[src/rtl/core/alm_pkg.sv]
// Shared types and constants for the array linked list manager.
package alm_pkg;

    localparam int SLOTS_DEF      = 64;
    localparam int VALUE_BITS_DEF = 32;

    localparam int ACT_W    = 3;
    localparam int SLOT_W   = 6;
    localparam int STAT_W   = 3;
    localparam int IN_VAL_W = 32;

    typedef enum logic [ACT_W-1:0] {
        ACT_PUSH_BACK = 3'd0,
        ACT_PUT_AFTER = 3'd1,
        ACT_DROP_HEAD = 3'd2,
        ACT_DROP_TAIL = 3'd3,
        ACT_DROP_SLOT = 3'd4
    } t_action;

    typedef enum logic [STAT_W-1:0] {
        ST_OK      = 3'd0,
        ST_FULL    = 3'd1,
        ST_MISSING = 3'd2,
        ST_CORRUPT = 3'd3,
        ST_EMPTY   = 3'd4,
        ST_BADIDX  = 3'd5
    } t_status;

    typedef enum logic [2:0] {
        S_INIT,
        S_IDLE,
        S_CHK,
        S_RDA,
        S_RDB,
        S_WR1,
        S_WR2,
        S_DONE
    } t_state;

endpackage

[src/rtl/core/alm_ram.sv]
// Generic single write port, single read port RAM with registered read data.
module alm_ram #(
    parameter int WIDTH = 8,
    parameter int DEPTH = 64
) (
    input  logic                     i_clk,
    input  logic                     i_we,
    input  logic [$clog2(DEPTH)-1:0] i_waddr,
    input  logic [WIDTH-1:0]         i_wdata,
    input  logic [$clog2(DEPTH)-1:0] i_raddr,
    output logic [WIDTH-1:0]         o_rdata
);

    logic [WIDTH-1:0] r_mem [DEPTH];

    always_ff @(posedge i_clk) begin
        if (i_we) begin
            r_mem[i_waddr] <= i_wdata;
        end
        o_rdata <= r_mem[i_raddr];
    end

endmodule

[src/rtl/core/array_linked_list_manager.sv]
// Top level of the array based doubly linked list manager with a free list.
//
// The block keeps a doubly linked list of value slots in four RAMs (values,
// next links, prev links and used marks) plus head, tail and free pointers.
// Slot 0 is the null sentinel. One input word carries an action, a target
// slot and a value; each input word yields exactly one output word with a
// status, a result slot and the head, tail and free pointers after the action.
//
// Both channels use valid and ready. The input channel is ready only while
// the sequencer is idle. A small sequencer walks each action through the
// RAM read and write ports: a check state, one or two read states (the
// read data is registered), two write states, and a final state that hands
// the result to the output register; an action that fails skips to that
// final state. The order of the states is set by the single read and write
// port of each link RAM.
//
// After reset a clearing pass over every slot writes the initial free chain,
// clears the prev links and values and marks only the sentinel used; the
// block accepts no word meanwhile. The output register holds a finished word
// until it is taken; the next input word may be accepted while it waits, and
// the sequencer stalls at the end of that action until the output slot is free.
module array_linked_list_manager #(
    parameter int SLOTS      = alm_pkg::SLOTS_DEF,
    parameter int VALUE_BITS = alm_pkg::VALUE_BITS_DEF
) (
    input  logic                        i_clk,
    input  logic                        i_rst_n,
    input  logic                        i_valid,
    output logic                        o_ready,
    input  logic [alm_pkg::ACT_W-1:0]   i_action,
    input  logic [alm_pkg::SLOT_W-1:0]  i_slot,
    input  logic signed [alm_pkg::IN_VAL_W-1:0] i_value,
    output logic                        o_valid,
    input  logic                        i_ready,
    output logic [alm_pkg::STAT_W-1:0]  o_status,
    output logic [alm_pkg::SLOT_W-1:0]  o_result_slot,
    output logic [alm_pkg::SLOT_W-1:0]  o_head_slot,
    output logic [alm_pkg::SLOT_W-1:0]  o_tail_slot,
    output logic [alm_pkg::SLOT_W-1:0]  o_free_slot
);

    import alm_pkg::*;

    localparam int IW = $clog2(SLOTS);
    localparam int EW = SLOT_W + IW;

    // Control state.
    t_state          r_state, n_state;
    logic [IW-1:0]   r_cnt, n_cnt;
    logic [IW-1:0]   r_head, n_head;
    logic [IW-1:0]   r_tail, n_tail;
    logic [IW-1:0]   r_free, n_free;
    logic            r_ovalid, n_ovalid;

    // Per-action working registers.
    t_action         r_act, n_act;
    logic [IW-1:0]   r_slot, n_slot;
    logic            r_bad, n_bad;
    logic [VALUE_BITS-1:0] r_val, n_val;
    logic [IW-1:0]   r_a, n_a;
    logic [IW-1:0]   r_n, n_n;
    logic [IW-1:0]   r_p, n_p;
    logic [IW-1:0]   r_nf, n_nf;
    t_status         r_st, n_st;
    logic [IW-1:0]   r_res, n_res;

    // Output payload registers.
    logic [STAT_W-1:0] r_ostat, n_ostat;
    logic [SLOT_W-1:0] r_ores, n_ores;
    logic [SLOT_W-1:0] r_ohead, n_ohead;
    logic [SLOT_W-1:0] r_otail, n_otail;
    logic [SLOT_W-1:0] r_ofree, n_ofree;

    // RAM ports.
    logic [IW-1:0]          w_raddr;
    logic                   w_next_we, w_prev_we, w_used_we, w_val_we;
    logic [IW-1:0]          w_next_wa, w_prev_wa, w_used_wa, w_val_wa;
    logic [IW-1:0]          w_next_wd, w_prev_wd;
    logic                   w_used_wd;
    logic [VALUE_BITS-1:0]  w_val_wd;
    logic [IW-1:0]          w_next_rd, w_prev_rd;
    logic                   w_used_rd;

    // Input conversions: the slot port is fixed at six bits, the index
    // width follows SLOTS.
    logic [EW-1:0]          w_slot_ext;
    logic [63:0]            w_val_ext;
    logic                   w_take_out;

    // Pointer conversions to the fixed six bit result ports.
    logic [EW-1:0]          w_head_ext, w_tail_ext, w_free_ext, w_res_ext;

    assign w_slot_ext = {{IW{1'b0}}, i_slot};
    assign w_val_ext  = {32'b0, i_value};
    assign w_take_out = !r_ovalid || i_ready;

    assign w_head_ext = {{SLOT_W{1'b0}}, n_head};
    assign w_tail_ext = {{SLOT_W{1'b0}}, n_tail};
    assign w_free_ext = {{SLOT_W{1'b0}}, n_free};
    assign w_res_ext  = {{SLOT_W{1'b0}}, r_res};

    alm_ram #(.WIDTH(IW), .DEPTH(SLOTS)) u_next_ram (
        .i_clk   (i_clk),
        .i_we    (w_next_we),
        .i_waddr (w_next_wa),
        .i_wdata (w_next_wd),
        .i_raddr (w_raddr),
        .o_rdata (w_next_rd)
    );

    alm_ram #(.WIDTH(IW), .DEPTH(SLOTS)) u_prev_ram (
        .i_clk   (i_clk),
        .i_we    (w_prev_we),
        .i_waddr (w_prev_wa),
        .i_wdata (w_prev_wd),
        .i_raddr (w_raddr),
        .o_rdata (w_prev_rd)
    );

    alm_ram #(.WIDTH(1), .DEPTH(SLOTS)) u_used_ram (
        .i_clk   (i_clk),
        .i_we    (w_used_we),
        .i_waddr (w_used_wa),
        .i_wdata (w_used_wd),
        .i_raddr (w_raddr),
        .o_rdata (w_used_rd)
    );

    // The value store is only written; nothing in the result reports a value.
    alm_ram #(.WIDTH(VALUE_BITS), .DEPTH(SLOTS)) u_val_ram (
        .i_clk   (i_clk),
        .i_we    (w_val_we),
        .i_waddr (w_val_wa),
        .i_wdata (w_val_wd),
        .i_raddr (w_raddr),
        .o_rdata ()
    );

    always_ff @(posedge i_clk) begin
        if (!i_rst_n) begin
            r_state  <= S_INIT;
            r_cnt    <= '0;
            r_head   <= '0;
            r_tail   <= '0;
            r_free   <= IW'(1);
            r_ovalid <= 1'b0;
        end else begin
            r_state  <= n_state;
            r_cnt    <= n_cnt;
            r_head   <= n_head;
            r_tail   <= n_tail;
            r_free   <= n_free;
            r_ovalid <= n_ovalid;
        end
    end

    always_ff @(posedge i_clk) begin
        r_act   <= n_act;
        r_slot  <= n_slot;
        r_bad   <= n_bad;
        r_val   <= n_val;
        r_a     <= n_a;
        r_n     <= n_n;
        r_p     <= n_p;
        r_nf    <= n_nf;
        r_st    <= n_st;
        r_res   <= n_res;
        r_ostat <= n_ostat;
        r_ores  <= n_ores;
        r_ohead <= n_ohead;
        r_otail <= n_otail;
        r_ofree <= n_ofree;
    end

    always_comb begin
        n_state  = r_state;
        n_cnt    = r_cnt;
        n_head   = r_head;
        n_tail   = r_tail;
        n_free   = r_free;
        n_ovalid = r_ovalid;
        n_act    = r_act;
        n_slot   = r_slot;
        n_bad    = r_bad;
        n_val    = r_val;
        n_a      = r_a;
        n_n      = r_n;
        n_p      = r_p;
        n_nf     = r_nf;
        n_st     = r_st;
        n_res    = r_res;
        n_ostat  = r_ostat;
        n_ores   = r_ores;
        n_ohead  = r_ohead;
        n_otail  = r_otail;
        n_ofree  = r_ofree;

        o_ready   = 1'b0;
        w_raddr   = r_a;
        w_next_we = 1'b0;
        w_next_wa = r_a;
        w_next_wd = '0;
        w_prev_we = 1'b0;
        w_prev_wa = r_a;
        w_prev_wd = '0;
        w_used_we = 1'b0;
        w_used_wa = r_a;
        w_used_wd = 1'b0;
        w_val_we  = 1'b0;
        w_val_wa  = r_a;
        w_val_wd  = '0;

        // The receiver taking the waiting word frees the output register.
        if (r_ovalid && i_ready) begin
            n_ovalid = 1'b0;
        end

        case (r_state)
            S_INIT: begin
                // Clearing pass: free chain i -> i+1, last slot and the
                // sentinel link to 0, only the sentinel is marked used.
                w_next_we = 1'b1;
                w_next_wa = r_cnt;
                w_next_wd = (r_cnt == IW'(SLOTS - 1) || r_cnt == '0) ? '0 : r_cnt + 1'b1;
                w_prev_we = 1'b1;
                w_prev_wa = r_cnt;
                w_used_we = 1'b1;
                w_used_wa = r_cnt;
                w_used_wd = (r_cnt == '0);
                w_val_we  = 1'b1;
                w_val_wa  = r_cnt;
                if (r_cnt == IW'(SLOTS - 1)) begin
                    n_state = S_IDLE;
                end else begin
                    n_cnt = r_cnt + 1'b1;
                end
            end
            S_IDLE: begin
                o_ready = 1'b1;
                if (i_valid) begin
                    n_act   = t_action'(i_action);
                    n_slot  = w_slot_ext[IW-1:0];
                    n_bad   = (i_slot == '0) || (w_slot_ext >= EW'(SLOTS));
                    n_val   = w_val_ext[VALUE_BITS-1:0];
                    n_st    = ST_OK;
                    n_res   = '0;
                    n_state = S_CHK;
                end
            end
            S_CHK: begin
                n_state = S_RDA;
                case (r_act)
                    ACT_PUSH_BACK: begin
                        n_a = r_free;
                        if (r_free == '0) begin
                            n_st    = ST_FULL;
                            n_state = S_DONE;
                        end
                    end
                    ACT_PUT_AFTER: begin
                        n_a = r_slot;
                        if (r_bad) begin
                            n_st    = ST_BADIDX;
                            n_state = S_DONE;
                        end else if (r_free == '0) begin
                            n_st    = ST_FULL;
                            n_state = S_DONE;
                        end
                    end
                    ACT_DROP_HEAD: begin
                        n_a = r_head;
                        if (r_head == '0) begin
                            n_st    = ST_EMPTY;
                            n_state = S_DONE;
                        end
                    end
                    ACT_DROP_TAIL: begin
                        n_a = r_tail;
                        if (r_tail == '0) begin
                            n_st    = ST_EMPTY;
                            n_state = S_DONE;
                        end
                    end
                    ACT_DROP_SLOT: begin
                        n_a = r_slot;
                        if (r_bad) begin
                            n_st    = ST_BADIDX;
                            n_state = S_DONE;
                        end
                    end
                    default: begin
                        // Unknown actions change nothing and report ok.
                        n_state = S_DONE;
                    end
                endcase
                w_raddr = n_a;
            end
            S_RDA: begin
                // Read data of slot r_a is now on the RAM outputs.
                n_n     = w_next_rd;
                n_p     = w_prev_rd;
                n_state = S_WR1;
                case (r_act)
                    ACT_PUSH_BACK: begin
                        if (w_used_rd) begin
                            n_st    = ST_CORRUPT;
                            n_state = S_DONE;
                        end
                    end
                    ACT_PUT_AFTER: begin
                        if (!w_used_rd) begin
                            n_st    = ST_MISSING;
                            n_state = S_DONE;
                        end else if (r_a == r_tail) begin
                            // Inserting after the tail is an insert at back.
                            n_act   = ACT_PUSH_BACK;
                            n_a     = r_free;
                            w_raddr = r_free;
                            n_state = S_RDA;
                        end else begin
                            w_raddr = r_free;
                            n_state = S_RDB;
                        end
                    end
                    ACT_DROP_SLOT: begin
                        if (!w_used_rd) begin
                            n_st    = ST_MISSING;
                            n_state = S_DONE;
                        end else if (r_a == r_head) begin
                            n_act   = ACT_DROP_HEAD;
                            n_state = S_RDA;
                        end else if (r_a == r_tail) begin
                            n_act   = ACT_DROP_TAIL;
                            n_state = S_RDA;
                        end
                    end
                    default: begin
                    end
                endcase
            end
            S_RDB: begin
                // Free head read for insert after.
                n_nf = w_next_rd;
                if (w_used_rd) begin
                    n_st    = ST_CORRUPT;
                    n_state = S_DONE;
                end else begin
                    n_state = S_WR1;
                end
            end
            S_WR1: begin
                n_state = S_WR2;
                case (r_act)
                    ACT_PUSH_BACK: begin
                        w_val_we  = 1'b1;
                        w_val_wd  = r_val;
                        w_next_we = 1'b1;
                        w_prev_we = 1'b1;
                        w_prev_wd = r_tail;
                        w_used_we = 1'b1;
                        w_used_wd = 1'b1;
                    end
                    ACT_PUT_AFTER: begin
                        w_val_we  = 1'b1;
                        w_val_wa  = r_free;
                        w_val_wd  = r_val;
                        w_prev_we = 1'b1;
                        w_prev_wa = r_free;
                        w_prev_wd = r_a;
                        w_used_we = 1'b1;
                        w_used_wa = r_free;
                        w_used_wd = 1'b1;
                        w_next_we = 1'b1;
                        w_next_wa = r_free;
                        w_next_wd = r_n;
                    end
                    ACT_DROP_HEAD: begin
                        w_prev_we = 1'b1;
                        w_used_we = 1'b1;
                        w_val_we  = 1'b1;
                        w_next_we = 1'b1;
                        w_next_wd = r_free;
                    end
                    ACT_DROP_TAIL: begin
                        w_next_we = (r_p != '0);
                        w_next_wa = r_p;
                        w_prev_we = 1'b1;
                        w_used_we = 1'b1;
                        w_val_we  = 1'b1;
                    end
                    ACT_DROP_SLOT: begin
                        w_prev_we = 1'b1;
                        w_prev_wa = r_n;
                        w_prev_wd = r_p;
                        w_next_we = 1'b1;
                        w_next_wa = r_p;
                        w_next_wd = r_n;
                        w_used_we = 1'b1;
                        w_val_we  = 1'b1;
                    end
                    default: begin
                    end
                endcase
            end
            S_WR2: begin
                n_state = S_DONE;
                n_st    = ST_OK;
                case (r_act)
                    ACT_PUSH_BACK: begin
                        w_next_we = (r_tail != '0);
                        w_next_wa = r_tail;
                        w_next_wd = r_a;
                        n_free    = r_n;
                        n_tail    = r_a;
                        if (r_head == '0) begin
                            n_head = r_a;
                        end
                        n_res     = r_a;
                    end
                    ACT_PUT_AFTER: begin
                        w_next_we = 1'b1;
                        w_next_wd = r_free;
                        w_prev_we = (r_n != '0);
                        w_prev_wa = r_n;
                        w_prev_wd = r_free;
                        n_free    = r_nf;
                        n_res     = r_free;
                    end
                    ACT_DROP_HEAD: begin
                        w_prev_we = (r_n != '0);
                        w_prev_wa = r_n;
                        n_head    = r_n;
                        if (r_n == '0) begin
                            n_tail = '0;
                        end
                        n_free    = r_a;
                        n_res     = '0;
                    end
                    ACT_DROP_TAIL: begin
                        w_next_we = 1'b1;
                        w_next_wd = r_free;
                        n_tail    = r_p;
                        if (r_p == '0) begin
                            n_head = '0;
                        end
                        n_free    = r_a;
                        n_res     = r_p;
                    end
                    ACT_DROP_SLOT: begin
                        w_prev_we = 1'b1;
                        w_next_we = 1'b1;
                        w_next_wd = r_free;
                        n_free    = r_a;
                        n_res     = r_p;
                    end
                    default: begin
                    end
                endcase
            end
            S_DONE: begin
                // Wait here while the output register still holds a word.
                if (w_take_out) begin
                    n_ovalid = 1'b1;
                    n_ostat  = r_st;
                    n_ores   = (r_st == ST_OK) ? w_res_ext[SLOT_W-1:0] : '0;
                    n_ohead  = w_head_ext[SLOT_W-1:0];
                    n_otail  = w_tail_ext[SLOT_W-1:0];
                    n_ofree  = w_free_ext[SLOT_W-1:0];
                    n_state  = S_IDLE;
                end
            end
            default: begin
                n_state = S_IDLE;
            end
        endcase
    end

    assign o_valid       = r_ovalid;
    assign o_status      = r_ostat;
    assign o_result_slot = r_ores;
    assign o_head_slot   = r_ohead;
    assign o_tail_slot   = r_otail;
    assign o_free_slot   = r_ofree;

endmodule
[config.mk]
export PLATFORM = sky130hd
export DESIGN_NAME = array_linked_list_manager
export DESIGN_NICKNAME = d
export VERILOG_FILES = /design/src/rtl/core/alm_pkg.sv /design/src/rtl/core/alm_ram.sv /design/src/rtl/core/array_linked_list_manager.sv
export SDC_FILE = /design/constraint.sdc
export NUM_CORES = 1
export LEC_CHECK = 0
export ABC_CLOCK_PERIOD_IN_PS = 8100
export BUFFER_PORTS_ARGS = -buffer_cell sky130_fd_sc_hd__buf_2
export CORE_MARGIN = 2
export CORE_UTILIZATION = 45
export CTS_BUF_LIST = sky130_fd_sc_hd__clkbuf_4
export CTS_CLUSTER_SIZE = 24
export DETAILED_ROUTE_END_ITERATION = 10
export GPL_ROUTABILITY_DRIVEN = 0
export MAX_ROUTING_LAYER = met4
export SLEW_MARGIN = 20
export SYNTH_ARGS = -nofsm -noshare
export SYNTH_HDL_FRONTEND = slang
export SYNTH_SLANG_ARGS = --single-unit
[constraint.sdc]
create_clock -name i_clk -period 8.1 [get_ports i_clk]
set_input_delay 0.405 -clock i_clk [delete_from_list [all_inputs] [get_ports i_clk]]
set_output_delay 0.405 -clock i_clk [all_outputs]
set_load 0.01 [all_outputs]
==> results.cfg <==
[status]
outcome = finished clean

[floorplanning]
initial_core_util = 0.452
dieHeight_um = 304
dieArea_um2 = 92400
core.rowCount = 110
io-pin-count = 74
core_area_um2 = 89600
die-width_um = 304

[synth]
post_synth.cell_area_avg_um2 = 12.1
syn-instance-count = 3341
ys.warnings.count = 0
synth.area.top_cells = edfxtp_1 67%, nand2_1 6.0%, nor2_1 2.7%
seq_area_frac_synth = 0.689
postSynth.asyncResetShare = 0
synth_top_area_share = 0.669
syn-num-nets = 3388
synth.cell_area_um2 = 40500
netlist.top_cell.by_area = edfxtp_1
most_used_flip_flop_cell_after_synthesis = edfxtp_1
synth_seq_cells = 943
synth.lib_cells_used.distinct = 80
synth_edf_count = 902

[clock_tree]
cts.root.buffer_cell = clkbuf_4
ctsHtreeMaxLevel = 4
cts.repair_timing.setup_buffer_count = 0
clk_pin_slew_ns = 0.07
cts_inserted_buffers = 232
numClockSinks = 943
cts_tree = built
clk_buf_depth = 3
insertion_delay_ns = 1.12

[route]
wire_per_inst_um = 23.9
route.antenna.remaining_nets = 0
dr.first_iter.drc_count = 3118
vias = 28851
routed_wirelength_um = 116000
post_drt_via_cell_ratio = 5.97
drcViolationCount = 0
dr_pass1_iterations = 6

[timing]
grt_setup_unrepaired = no
timing.final.hold_violations = 0
finish_stage_setup_viols = 0
timing.final.crit_share = 0.745
timing.setup.tns_ns = 0
final_max_slew_viol_count = 0
final.min_clock_period_ns = 6.04
worst_slew_margin_relative_to_its_limit = 0.215
finalClockSkew_ns = 0.0827
timing.fmax_ghz = 0.166
worstMarginPinSlew_ns = 1.18

[hold_path]
hold_path_class = input port to flop

[global_route]
grt_usage = 0.254
initial_antenna_violation_count = 3
grt_max_degree = 198
gr-total-overflow = 0
first_global_vias = 27886
grt_pass1_wl_um = 172000

[worst_setup_path]
critical_path.max_fanout = 197
critPathArrivalTime_ns = 7.08
setup.worst_path.class = flop to flop
crit_path_start_kind = flop
worst_ep_required_time_ns = 9.15
timing.critical_path.to_type = flop

[layout]
layout-drive-gt1-share = 0.141
finalNonFillerCells = 4831
layout.filler_cells = 7882
final_nets = 3511
postLayoutCoreUtil = 0.502
layout_top_registers = u_next_ram.r_mem: 384 flops, u_prev_ram.r_mem: 384 flops, u_used_ram.r_mem: 64 flops
flow.area_growth_from_synthesis_pct = 11.0

[flow_run]
maxCapViolations = 0

[pwr]
power.static_leakage_nw = 15.3
maximum_vdd_ir_drop_mv = 0.103
pwr_per_cell_area_nw_per_um2 = 209

[placement]
dp.final_hpwl_um = 70000
placedCellCount = 4386
port_buffers = 41
[synth_stat cells (15+ instances only)]
master	instances
buf_2	91
o21ai_0	64
mux2i_1	57
nor4_1	18
a2111oi_0	36
and3_1	87
nand2_1	649
a21boi_0	27
nor3_1	44
a211oi_1	83
nand3_1	174
buf_1	18
a21oi_1	174
nor2_1	294
dfxtp_1	41
o21ai_1	22
clkbuf_1	105
and2_1	30
a31oi_1	141
a22oi_1	26
a32oi_1	15
o211ai_1	23
edfxtp_1	902
[final cells by class]
cell class	instances	area, um2	share of cell area
clock buffers	339	2540	0.0566
repair buffers	119	853	0.0190
multi-input cells	2154	11700	0.260
inverters	14	52.6	0.00117
diodes	3	7.51	0.000167
flip-flops and latches	943	27900	0.621
clock inverters	83	435	0.00968
well taps	1176	1470	0.0327
[where the power goes]
group / switching [mW] / leakage (nW) / internal, mW / total, mW
clock: 1.92 / 1.77 / 1.97 / 3.89
sequential: 0.00909 / 8.87 / 5.35 / 5.36
combinational: 0.138 / 4.68 / 0.0332 / 0.172
[placed cells by master, fill, tap and decap left out, drive strengths merged, types with 13 or more instances in the layout]
master       Yosys  layout
a31oi          141     141
mux2i           57      57
o2111ai         14      14
nand3          174     174
nor4            19      19
nor3            44      44
and3            87      87
edfxtp         902     902
buf            125      99
nand2          652     652
o211ai          23      23
dlygate4sd3      0      20
dfxtp           41      41
and2            30      30
clkbuf         105     339
a22oi           26      26
o21ai           86      86
a211oi          83      83
a21boi          28      28
inv             13      19
a2111oi         36      36
nor2b           14      14
a21oi          174     174
o22ai           13      13
clkinv           1      75
a32oi           15      15
nor2           298     298
[stage by stage]
step / setup WS, ns / total power, mW / hold WS, ns / cell area [um2]
6_report: 2.06 / 9.41 / 0.128 / 45000
5_1_grt: 1.72 / 9.76 / 0.0798 / 45000
4_1_cts: 2.49 / 9.51 / 0.00226 / 45000
3_5_place_dp: 2.47 / 5.62 / 0.488 / 41800
3_3_place_gp: 2.61 / 5.62 / 0.489 / 41800
2_1_floorplan: 3.09 / 5.54 / 0.386 / 40500
[critical path: stages (launching register included)]
cell,delay [ns]
dfxtp_1,0.30
buf_4,0.20
nand3b_1,0.57
clkinv_1,1.04
nand3_1,0.39
nand2_1,0.50
nor2_4,0.31
buf_12,0.57
nor2_1,0.57
a21oi_1,0.36
o2111ai_1,0.30
a31oi_1,0.30
and3_1,0.20
[final timing paths]
| path | depth (start not counted) | start | slack, ns | endpoint |
|---|---|---|---|---|
| max | 12 | r_state[1] | 2.06 | u_next_ram.o_rdata[3] |
| min | 3 | i_action[2] | 0.13 | r_act[2] |
| max reg2reg | 12 | r_state[1] | 2.06 | u_next_ram.o_rdata[3] |
| min reg2reg | 0 | r_st[2] | 0.49 | o_status[2] |
[metal layers]
metal	track usage	up-vias	wire, um
li1	-	12981	-
met1	0.332	14132	47400
met2	0.389	1455	54000
met3	0.0510	283	10000
met4	0.104	0	4160
met5	-	-	0
[timing repair]
item,CTS,global route
resized for setup,0,0
endpoints found under the hold margin,78,0
endpoints found under the setup margin,0,0
hold buffers,20,0
[logic make-up after synthesis]
kind of cell / count (synthesis) / synth area share
XOR/XNOR: 20 / 0.00451
multiplexers: 59 / 0.0146
AO/OA/AOI/OAI: 715 / 0.118
AND/OR/NAND/NOR: 1358 / 0.146
buffers and inverters: 244 / 0.0276
flip-flops: 943 / 0.689
adder cells (fa/ha/maj): 2 / 0.000618
Note: power is estimated with default switching activity, not from simulation.
